$ cat src/rtl/clp_pkg.sv
package clp_pkg;

  localparam int ADDR_WIDTH = 32;

  localparam logic [7:0] CH_END   = 8'd0;
  localparam logic [7:0] CH_SPACE = 8'd32;
  localparam logic [7:0] CH_TAB   = 8'd9;
  localparam logic [7:0] CH_CR    = 8'd13;
  localparam logic [7:0] CH_PLUS  = 8'd43;
  localparam logic [7:0] CH_COMMA = 8'd44;
  localparam logic [7:0] CH_MINUS = 8'd45;
  localparam logic [7:0] CH_ZERO  = 8'd48;
  localparam logic [7:0] CH_NINE  = 8'd57;
  localparam logic [7:0] CH_UP_A  = 8'd65;
  localparam logic [7:0] CH_UP_Z  = 8'd90;
  localparam logic [7:0] CH_CASE  = 8'd32;

  localparam logic [2:0] OP_NONE  = 3'd0;
  localparam logic [2:0] OP_FLUSH = 3'd1;
  localparam logic [2:0] OP_MR    = 3'd2;
  localparam logic [2:0] OP_READ  = 3'd3;
  localparam logic [2:0] OP_WRITE = 3'd4;

  localparam logic [1:0] KW_FLUSH = 2'd0;
  localparam logic [1:0] KW_MR    = 2'd1;
  localparam logic [1:0] KW_R     = 2'd2;
  localparam logic [1:0] KW_W     = 2'd3;

  typedef struct packed {
    logic [7:0] lc;
    logic       is_end;
    logic       is_ws;
    logic       is_digit;
    logic       is_sign;
    logic       is_minus;
    logic       is_comma;
    logic [3:0] digit;
  } class_t;

  typedef struct packed {
    logic [2:0]  cmd;
    logic [31:0] address;
    logic [7:0]  data_byte;
  } result_t;

  function automatic logic [2:0] kw_len(input logic [1:0] id);
    logic [2:0] len;
    unique case (id)
      KW_FLUSH: len = 3'd5;
      KW_MR:    len = 3'd2;
      default:  len = 3'd1;
    endcase
    return len;
  endfunction

  function automatic logic [7:0] kw_char(input logic [1:0] id, input logic [2:0] pos);
    logic [7:0] c;
    c = 8'd0;
    unique case (id)
      KW_FLUSH: begin
        case (pos)
          3'd0:    c = "f";
          3'd1:    c = "l";
          3'd2:    c = "u";
          3'd3:    c = "s";
          3'd4:    c = "h";
          default: c = 8'd0;
        endcase
      end
      KW_MR: begin
        case (pos)
          3'd0:    c = "m";
          3'd1:    c = "r";
          default: c = 8'd0;
        endcase
      end
      KW_R: c = (pos == 3'd0) ? 8'("r") : 8'd0;
      default: c = (pos == 3'd0) ? 8'("w") : 8'd0;
    endcase
    return c;
  endfunction

endpackage

$ cat src/rtl/clp_if.sv
interface clp_char_if (input logic clk);
  logic       valid;
  logic       ready;
  logic [7:0] ch;

  modport source (output valid, output ch, input ready);
  modport sink (input valid, input ch, output ready);
endinterface

interface clp_result_if (input logic clk);
  logic        valid;
  logic        ready;
  logic [2:0]  cmd;
  logic [31:0] address;
  logic [7:0]  data_byte;

  modport source (output valid, output cmd, output address, output data_byte, input ready);
  modport sink (input valid, input cmd, input address, input data_byte, output ready);
endinterface

$ cat src/rtl/command_line_parser.sv
// A line-ending zero word waits in the input register until the output is free; its result
// word is then registered onto the output.
// Throughput: one character word per cycle, set by the input register feeding the parser.
// Only a line-ending word waits, and only while an earlier result is not yet taken.
// Reset (synchronous, active high) empties both registers and returns to keyword search.
module command_line_parser (
  input logic          clk,
  input logic          rst,
  clp_char_if.sink     chars,
  clp_result_if.source results
);

  logic             in_valid;
  logic [7:0]       in_ch;
  logic             in_is_end;
  logic             out_free;
  logic             step;
  clp_pkg::result_t res;

  assign in_is_end     = (in_ch == clp_pkg::CH_END);
  assign out_free      = !results.valid || results.ready;
  assign step          = in_valid && (!in_is_end || out_free);
  assign chars.ready   = !in_valid || step;

  clp_parser u_parser (
    .clk  (clk),
    .rst  (rst),
    .step (step),
    .ch   (in_ch),
    .res  (res)
  );

  always_ff @(posedge clk) begin
    if (rst) begin
      in_valid <= 1'b0;
    end else if (chars.ready) begin
      in_valid <= chars.valid;
    end
  end

  always_ff @(posedge clk) begin
    if (chars.ready && chars.valid) begin
      in_ch <= chars.ch;
    end
  end

  always_ff @(posedge clk) begin
    if (rst) begin
      results.valid <= 1'b0;
    end else if (step && in_is_end) begin
      results.valid <= 1'b1;
    end else if (results.ready) begin
      results.valid <= 1'b0;
    end
  end

  always_ff @(posedge clk) begin
    if (step && in_is_end) begin
      results.cmd       <= res.cmd;
      results.address   <= res.address;
      results.data_byte <= res.data_byte;
    end
  end

endmodule

$ cat src/rtl/clp_classify.sv
module clp_classify (
  input  logic [7:0]      ch,
  output clp_pkg::class_t cls
);

  always_comb begin
    cls.lc = ch;
    if (ch >= clp_pkg::CH_UP_A && ch <= clp_pkg::CH_UP_Z) begin
      cls.lc = ch + clp_pkg::CH_CASE;
    end
    cls.is_end   = (ch == clp_pkg::CH_END);
    cls.is_ws    = (ch == clp_pkg::CH_SPACE) ||
                   (ch >= clp_pkg::CH_TAB && ch <= clp_pkg::CH_CR);
    cls.is_digit = (ch >= clp_pkg::CH_ZERO && ch <= clp_pkg::CH_NINE);
    cls.is_sign  = (ch == clp_pkg::CH_PLUS) || (ch == clp_pkg::CH_MINUS);
    cls.is_minus = (ch == clp_pkg::CH_MINUS);
    cls.is_comma = (ch == clp_pkg::CH_COMMA);
    cls.digit    = 4'(ch - clp_pkg::CH_ZERO);
  end

endmodule

$ cat src/rtl/clp_parser.sv
module clp_parser (
  input  logic             clk,
  input  logic             rst,
  input  logic             step,
  input  logic [7:0]       ch,
  output clp_pkg::result_t res
);

  typedef enum logic [3:0] {
    SEARCH    = 4'd0,
    KEYWORD   = 4'd1,
    FAIL      = 4'd2,
    DONE      = 4'd3,
    ADDR_WS   = 4'd4,
    ADDR_SIGN = 4'd5,
    ADDR_DIG  = 4'd6,
    VAL_WS    = 4'd7,
    VAL_SIGN  = 4'd8,
    VAL_DIG   = 4'd9
  } phase_t;

  clp_pkg::class_t cls;

  phase_t                         phase;
  phase_t                         phase_next;
  logic [1:0]                     keyword_id;
  logic [1:0]                     keyword_id_next;
  logic [2:0]                     keyword_pos;
  logic [2:0]                     keyword_pos_next;
  logic [clp_pkg::ADDR_WIDTH-1:0] addr_acc;
  logic [clp_pkg::ADDR_WIDTH-1:0] addr_acc_next;
  logic [7:0]                     val_acc;
  logic [7:0]                     val_acc_next;
  logic                           negative;
  logic                           negative_next;

  logic [clp_pkg::ADDR_WIDTH-1:0] addr_fin;
  logic [7:0]                     val_fin;
  logic [2:0]                     kw_length;

  clp_classify u_classify (
    .ch  (ch),
    .cls (cls)
  );

  assign addr_fin  = negative ? (~addr_acc + 1'b1) : addr_acc;
  assign val_fin   = negative ? (~val_acc + 1'b1) : val_acc;
  assign kw_length = clp_pkg::kw_len(keyword_id);

  always_comb begin
    phase_next       = phase;
    keyword_id_next  = keyword_id;
    keyword_pos_next = keyword_pos;
    addr_acc_next    = addr_acc;
    val_acc_next     = val_acc;
    negative_next    = negative;
    unique case (phase)
      SEARCH: begin
        if (cls.lc == "f" || cls.lc == "m" || cls.lc == "r" || cls.lc == "w") begin
          if (cls.lc == "f") begin
            keyword_id_next = clp_pkg::KW_FLUSH;
          end else if (cls.lc == "m") begin
            keyword_id_next = clp_pkg::KW_MR;
          end else if (cls.lc == "r") begin
            keyword_id_next = clp_pkg::KW_R;
          end else begin
            keyword_id_next = clp_pkg::KW_W;
          end
          keyword_pos_next = 3'd1;
          phase_next       = KEYWORD;
        end
      end
      KEYWORD: begin
        if (keyword_pos < kw_length &&
            cls.lc == clp_pkg::kw_char(keyword_id, keyword_pos)) begin
          keyword_pos_next = keyword_pos + 3'd1;
        end else if (keyword_pos == kw_length && cls.is_ws) begin
          if (keyword_id == clp_pkg::KW_R || keyword_id == clp_pkg::KW_W) begin
            phase_next = ADDR_WS;
          end else begin
            phase_next = DONE;
          end
        end else begin
          phase_next = FAIL;
        end
      end
      ADDR_WS: begin
        if (cls.is_ws) begin
          phase_next = ADDR_WS;
        end else if (cls.is_sign) begin
          negative_next = cls.is_minus;
          phase_next    = ADDR_SIGN;
        end else if (cls.is_digit) begin
          addr_acc_next = clp_pkg::ADDR_WIDTH'(cls.digit);
          phase_next    = ADDR_DIG;
        end else if (cls.is_comma && keyword_id == clp_pkg::KW_W) begin
          phase_next = VAL_WS;
        end else begin
          phase_next = FAIL;
        end
      end
      ADDR_SIGN: begin
        if (cls.is_digit) begin
          addr_acc_next = clp_pkg::ADDR_WIDTH'(cls.digit);
          phase_next    = ADDR_DIG;
        end else begin
          phase_next = FAIL;
        end
      end
      ADDR_DIG: begin
        if (cls.is_digit) begin
          addr_acc_next = (addr_acc << 3) + (addr_acc << 1) +
                          clp_pkg::ADDR_WIDTH'(cls.digit);
        end else if (keyword_id == clp_pkg::KW_R && cls.is_ws) begin
          addr_acc_next = addr_fin;
          negative_next = 1'b0;
          phase_next    = DONE;
        end else if (keyword_id == clp_pkg::KW_W && cls.is_comma) begin
          addr_acc_next = addr_fin;
          negative_next = 1'b0;
          phase_next    = VAL_WS;
        end else begin
          phase_next = FAIL;
        end
      end
      VAL_WS: begin
        if (cls.is_ws) begin
          phase_next = VAL_WS;
        end else if (cls.is_sign) begin
          negative_next = cls.is_minus;
          phase_next    = VAL_SIGN;
        end else if (cls.is_digit) begin
          val_acc_next = 8'(cls.digit);
          phase_next   = VAL_DIG;
        end else begin
          phase_next = FAIL;
        end
      end
      VAL_SIGN: begin
        if (cls.is_digit) begin
          val_acc_next = 8'(cls.digit);
          phase_next   = VAL_DIG;
        end else begin
          phase_next = FAIL;
        end
      end
      VAL_DIG: begin
        if (cls.is_digit) begin
          val_acc_next = (val_acc << 3) + (val_acc << 1) + 8'(cls.digit);
        end else if (cls.is_ws) begin
          val_acc_next  = val_fin;
          negative_next = 1'b0;
          phase_next    = DONE;
        end else begin
          phase_next = FAIL;
        end
      end
      FAIL: begin
        phase_next = phase;
      end
      DONE: begin
        phase_next = phase;
      end
      default: begin
        phase_next = FAIL;
      end
    endcase
  end

  always_comb begin
    res.cmd       = clp_pkg::OP_NONE;
    res.address   = 32'd0;
    res.data_byte = 8'd0;
    if (phase == DONE) begin
      res.cmd = 3'(keyword_id) + 3'd1;
      if (keyword_id == clp_pkg::KW_R || keyword_id == clp_pkg::KW_W) begin
        res.address = 32'(addr_acc);
      end
      if (keyword_id == clp_pkg::KW_W) begin
        res.data_byte = val_acc;
      end
    end else if (phase == ADDR_DIG && keyword_id == clp_pkg::KW_R) begin
      res.cmd     = clp_pkg::OP_READ;
      res.address = 32'(addr_fin);
    end else if (phase == VAL_WS || phase == VAL_DIG) begin
      res.cmd       = clp_pkg::OP_WRITE;
      res.address   = 32'(addr_acc);
      res.data_byte = val_fin;
    end
  end

  always_ff @(posedge clk) begin
    if (rst || (step && cls.is_end)) begin
      phase       <= SEARCH;
      keyword_id  <= clp_pkg::KW_FLUSH;
      keyword_pos <= 3'd0;
      addr_acc    <= '0;
      val_acc     <= 8'd0;
      negative    <= 1'b0;
    end else if (step) begin
      phase       <= phase_next;
      keyword_id  <= keyword_id_next;
      keyword_pos <= keyword_pos_next;
      addr_acc    <= addr_acc_next;
      val_acc     <= val_acc_next;
      negative    <= negative_next;
    end
  end

endmodule

$ cat src/flat_wrapper.sv
// flat-port wrapper written by rule: the top's interface ports become plain ports
module command_line_parser_flat 
  (clk, rst, chars_valid, chars_ch, chars_ready, results_valid, results_cmd, results_address, results_data_byte, results_ready);
  clp_char_if chars_i (.clk(clk));
  clp_result_if results_i (.clk(clk));
  input logic clk;
  input logic rst;
  input wire logic [$bits(chars_i.valid)-1:0] chars_valid;
  input wire logic [$bits(chars_i.ch)-1:0] chars_ch;
  output wire logic [$bits(chars_i.ready)-1:0] chars_ready;
  output wire logic [$bits(results_i.valid)-1:0] results_valid;
  output wire logic [$bits(results_i.cmd)-1:0] results_cmd;
  output wire logic [$bits(results_i.address)-1:0] results_address;
  output wire logic [$bits(results_i.data_byte)-1:0] results_data_byte;
  input wire logic [$bits(results_i.ready)-1:0] results_ready;
  assign chars_i.valid = chars_valid;
  assign chars_i.ch = chars_ch;
  assign chars_ready = chars_i.ready;
  assign results_valid = results_i.valid;
  assign results_cmd = results_i.cmd;
  assign results_address = results_i.address;
  assign results_data_byte = results_i.data_byte;
  assign results_i.ready = results_ready;
  command_line_parser u_core (.clk(clk), .rst(rst), .chars(chars_i), .results(results_i));
endmodule
$ cat config.mk
export PLATFORM = sky130hd
export DESIGN_NAME = command_line_parser_flat
export DESIGN_NICKNAME = d
export VERILOG_FILES = /design/src/rtl/clp_pkg.sv /design/src/rtl/clp_if.sv /design/src/rtl/command_line_parser.sv /design/src/rtl/clp_classify.sv /design/src/rtl/clp_parser.sv /design/src/flat_wrapper.sv
export SDC_FILE = /design/constraint.sdc
export NUM_CORES = 1
export LEC_CHECK = 0
export BUFFER_PORTS_ARGS = -buffer_cell sky130_fd_sc_hd__buf_4
export CORE_MARGIN = 4
export CORE_UTILIZATION = 53
export CTS_BUF_LIST = sky130_fd_sc_hd__clkbuf_2
export CTS_CLUSTER_SIZE = 24
export DETAILED_ROUTE_END_ITERATION = 7
export GPL_TIMING_DRIVEN = 1
export PLACE_DENSITY = 0.79
export SLEW_MARGIN = 20
export SYNTH_ARGS = -nofsm -noshare
export SYNTH_HDL_FRONTEND = slang
export SYNTH_SLANG_ARGS = --single-unit
$ cat constraint.sdc
create_clock -name clk -period 9.51 [get_ports clk]
set_input_delay 2.3775 -clock clk [delete_from_list [all_inputs] [get_ports clk]]
set_output_delay 2.3775 -clock clk [all_outputs]
set_load 0.1 [all_outputs]
==> flow_summary_export.csv <==
group,metric,value,unit
final_layout,drive_above_1_share,9.00,%
yosys,synth_fa_ha_area_share,12.8,%
yosys,synth_area,8890,um^2
yosys,synth_top_family_by_area,"compound AO/OA/AOI/OAI gates",
worst_setup_path,arrival,3290,ps
timing,finalCritPeriodShare,59.6,%
timing,relSlewSlack,30.6,%
yosys,syn_area_per_cell,8.07,um^2
placed_design,io_buffers,56,
worst_hold_path,min-delay-start,"u_core.u_parser.val_acc[7]",
worst_setup_path,cp_data_required_time,7130,ps
final_layout,finish.instance_area,9560,um^2
yosys,syn_inst,1102,
worst_setup_path,rr_worst_depth,10,
detailed_routing,detail-route-antenna-nets,0,
final_layout,fin_nets,1217,
yosys,synth-compound-area-share,27.8,%
yosys,syn_nets,1202,
power_and_ir_drop,finalPower,0.748,mW
timing,tightest_slew,1030,ps
worst_setup_path,worstSetupStartpointType,"primary input",
clock_network,h-tree-depth,3,
power_and_ir_drop,ir_worst_vdd,0.0000476,V
timing,finalHoldViolations,0,
worst_setup_path,crit_path_top_delay_cell,"or2_2",
worst_hold_path,holdPathStages,2,
worst_hold_path,holdPathEnd,"u_core.u_parser.val_acc[7]",
detailed_routing,route.vias.total,8678,
worst_setup_path,max_stage_delay,340,ps
worst_setup_path,reg2reg_to,"u_core.u_parser.addr_acc[31]",
global_route,antenna_found_initial,2,
timing,fin_setup_tns,0,ps
placed_design,routabilityCongestion,0.982,
detailed_routing,via_per_inst,6.45,
timing,clock.fmax,0.177,GHz
yosys,synth_edf_count,51,
die,fp-row-count,47,
detailed_routing,wl_per_cell,18.5,um
die,start_util,53.8,%
detailed_routing,dr.pass1.iters,7,
clock_network,cts_hold_buf,0,
worst_setup_path,rrSetupSlack,5460,ps
placed_design,postPlaceCellArea,9430,um^2
yosys,synth-xor-area-share,5.12,%
yosys,ys_warn_count,0,
final_layout,fin_cells,1346,
timing,fin_skew,40.5,ps
clock_network,cts_buffers,9,
clock_network,clock_sinks,103,
yosys,async_flop_share,0,%
clock_network,cts_setup_buffers,0,
worst_setup_path,path_max_fanout,5,
worst_setup_path,crit_top_cell,"buf_4",
die,num_io_pins,57,
global_route,grt-ovfl-total,0,
clock_network,post_cts_resized,0,
clock_network,clockRootBuffer,"clkbuf_2",
yosys,synth.mux.area_fraction,0.675,%
global_route,grt_pass1_wl,39.8,mm
run_status,status,"finished, final reports clean",
clock_network,cts_tree,"yes",
worst_setup_path,crit_path_end_kind,"primary output",
clock_network,clockBufferDepth,2,
timing,drv_slew,0,
power_and_ir_drop,power_density,78.3,nW/um^2
timing,rsz0062_at_grt,"false",
die,core_area,16500,um^2
die,die_y,138,um
clock_network,clock_latency,660,ps
worst_setup_path,critPathKind,"in2out",
placed_design,dp.cells,1326,
yosys,yosys.area_share.simple,20.1,%
die,dieArea,18900,um^2
global_route,grt_pass1_vias,7905,
worst_setup_path,worstReg2RegStart,"u_core.in_ch[3]",
placed_design,hpwl,17.6,mm
timing,period_minus_slack,5660,ps
placed_design,post-place-ws,3850,ps
global_route,track_usage,26.2,%
detailed_routing,drcViolationCount,0,
run,maxCapViolCount,0,
yosys,ys.flop_type,"dfxtp_1",
yosys,synth_cell_types,79,
final_layout,syn_to_final_growth,7.46,%
power_and_ir_drop,p_leak,3.92,nW
worst_hold_path,hp-class,"reg2reg",
yosys,ys_seq_area_share,28.9,%
yosys,ys_ff_latch,103,
worst_setup_path,path_cells,"buf_4 -> nand2b_1 -> or2_2 -> buf_4",
global_route,grt_max_degree,46,
clock_network,clkTransAtPathRegs,290,ps
detailed_routing,wirelength,24.9,mm
timing,setup_viol_count_final,0,
die,die_x,138,um
timing,setup_slack,3850,ps
detailed_routing,drt_iter0_markers,875,
==> cell usage after synthesis (all sizes together), types with 10 or more instances <==
library cell / number / area, um^2
a211oi: 20 / 155
inv: 42 / 158
a21o: 14 / 105
nand2b: 13 / 88.8
and2: 11 / 68.8
o211ai: 12 / 90.1
dfxtp: 52 / 1040
nor2b: 11 / 68.8
o2111ai: 10 / 87.6
nor2: 83 / 314
or4: 12 / 93.8
nor3: 25 / 125
o22ai: 12 / 75.1
nand2: 115 / 434
buf: 17 / 76.3
or3: 11 / 68.8
ha: 84 / 1050
nor4: 12 / 81.3
and3: 10 / 62.6
clkbuf: 45 / 169
xor2: 23 / 201
a21oi: 102 / 510
o31ai: 26 / 214
nand3: 30 / 150
edfxtp: 51 / 1530
a31oi: 15 / 93.8
xnor2: 29 / 254
o21ai: 102 / 514
==> how the worst max path moves through the flow <==
stage,to,slack (ps),start,depth (start not counted)
4_1_cts,chars_ready,3850,results_ready,4
5_1_grt,chars_ready,3810,results_ready,4
3_3_place_gp,chars_ready,3860,results_ready,4
3_5_place_dp,chars_ready,3850,results_ready,4
2_1_floorplan,u_core.u_parser.addr_acc[0],3580,results_ready,7
6_report,chars_ready,3850,results_ready,4
==> worst max-delay path, delay by kind of cell <==
kind	cells	cell delay, ps
buffers and inverters	2	340
and+or+nand+nor	2	560
==> cell families after synthesis <==
kind of cell | after synthesis
adders and majority gates | 89
muxes | 6
and+or+nand+nor | 362
buffers and inverters | 105
xor gates and xnor gates | 52
AOI/OAI and AO/OA | 385
DFF | 103
==> placed cells by master, fill, tap and decap left out, types with 5 or more instances in the layout <==
| master | n |
|---|---|
| o21ai_0 | 97 |
| o2111ai_1 | 10 |
| or4_1 | 11 |
| or3_1 | 11 |
| nand3b_1 | 6 |
| nor2b_1 | 10 |
| ha_1 | 84 |
| and3_1 | 10 |
| nand2b_1 | 12 |
| o41ai_1 | 6 |
| and2_1 | 9 |
| a21oi_1 | 102 |
| o21bai_1 | 6 |
| xnor2_1 | 29 |
| mux2i_1 | 6 |
| a21o_1 | 14 |
| nand2_1 | 114 |
| nand4_1 | 7 |
| inv_1 | 42 |
| nor2_1 | 82 |
| nor3_1 | 24 |
| clkbuf_2 | 9 |
| dfxtp_1 | 52 |
| a31oi_1 | 15 |
| a22oi_1 | 6 |
| nand3_1 | 30 |
| buf_4 | 66 |
| nor4_1 | 11 |
| o211ai_1 | 12 |
| a22o_1 | 5 |
| a211oi_1 | 19 |
| o31ai_1 | 24 |
| o22ai_1 | 12 |
| edfxtp_1 | 51 |
| o21a_1 | 9 |
| xor2_1 | 23 |
==> registers in the layout (all words and copies together), names as in the netlist, 3 cells and up <==
register	flops
u_core.results.data_byte	8
u_core.u_parser.phase	4
u_core.u_parser.val_acc	8
u_core.u_parser.addr_acc	32
u_core.results.address	32
u_core.in_ch	8
u_core.results.cmd	3
u_core.u_parser.keyword_pos	3
==> layout make-up <==
type                       instances  area, um^2
antenna                            4        10.0
clock buffer                       9        45.0
clock inverter                     7        70.1
fill                            1495        6970
inverter                          43         161
multi-input combinational        894        5930
sequential                       103        2570
tap                              220         275
timing repair buffer              66         495
==> metrics by stage <==
stage | utilization, % | hold WS (ps)
floorplan | - | 475
global placement | 57.1 | 497
detailed placement | 57.1 | 506
CTS | 57.8 | 534
global route | 57.8 | 586
finish | 57.8 | 534
==> layer usage <==
layer	wire length [um]	vias to the layer above	part of all wire [%]	GRT usage, %
met4	793	0	3.2	10.2
met5	0	-	0	0
met1	10800	4021	43	35.3
met2	11400	415	46	42.1
met3	1900	74	7.6	4.42
li1	-	4168	-	-
==> power by group <==
| part | internal (mW) | switching (mW) | leakage, nW |
|---|---|---|---|
| Clock | 0.0607 | 0.164 | 0.0640 |
| Combinational | 0.0174 | 0.0285 | 2.87 |
| Sequential | 0.467 | 0.0106 | 0.983 |
| Total | 0.545 | 0.203 | 3.92 |
Note: power is estimated with default switching activity, not from simulation.
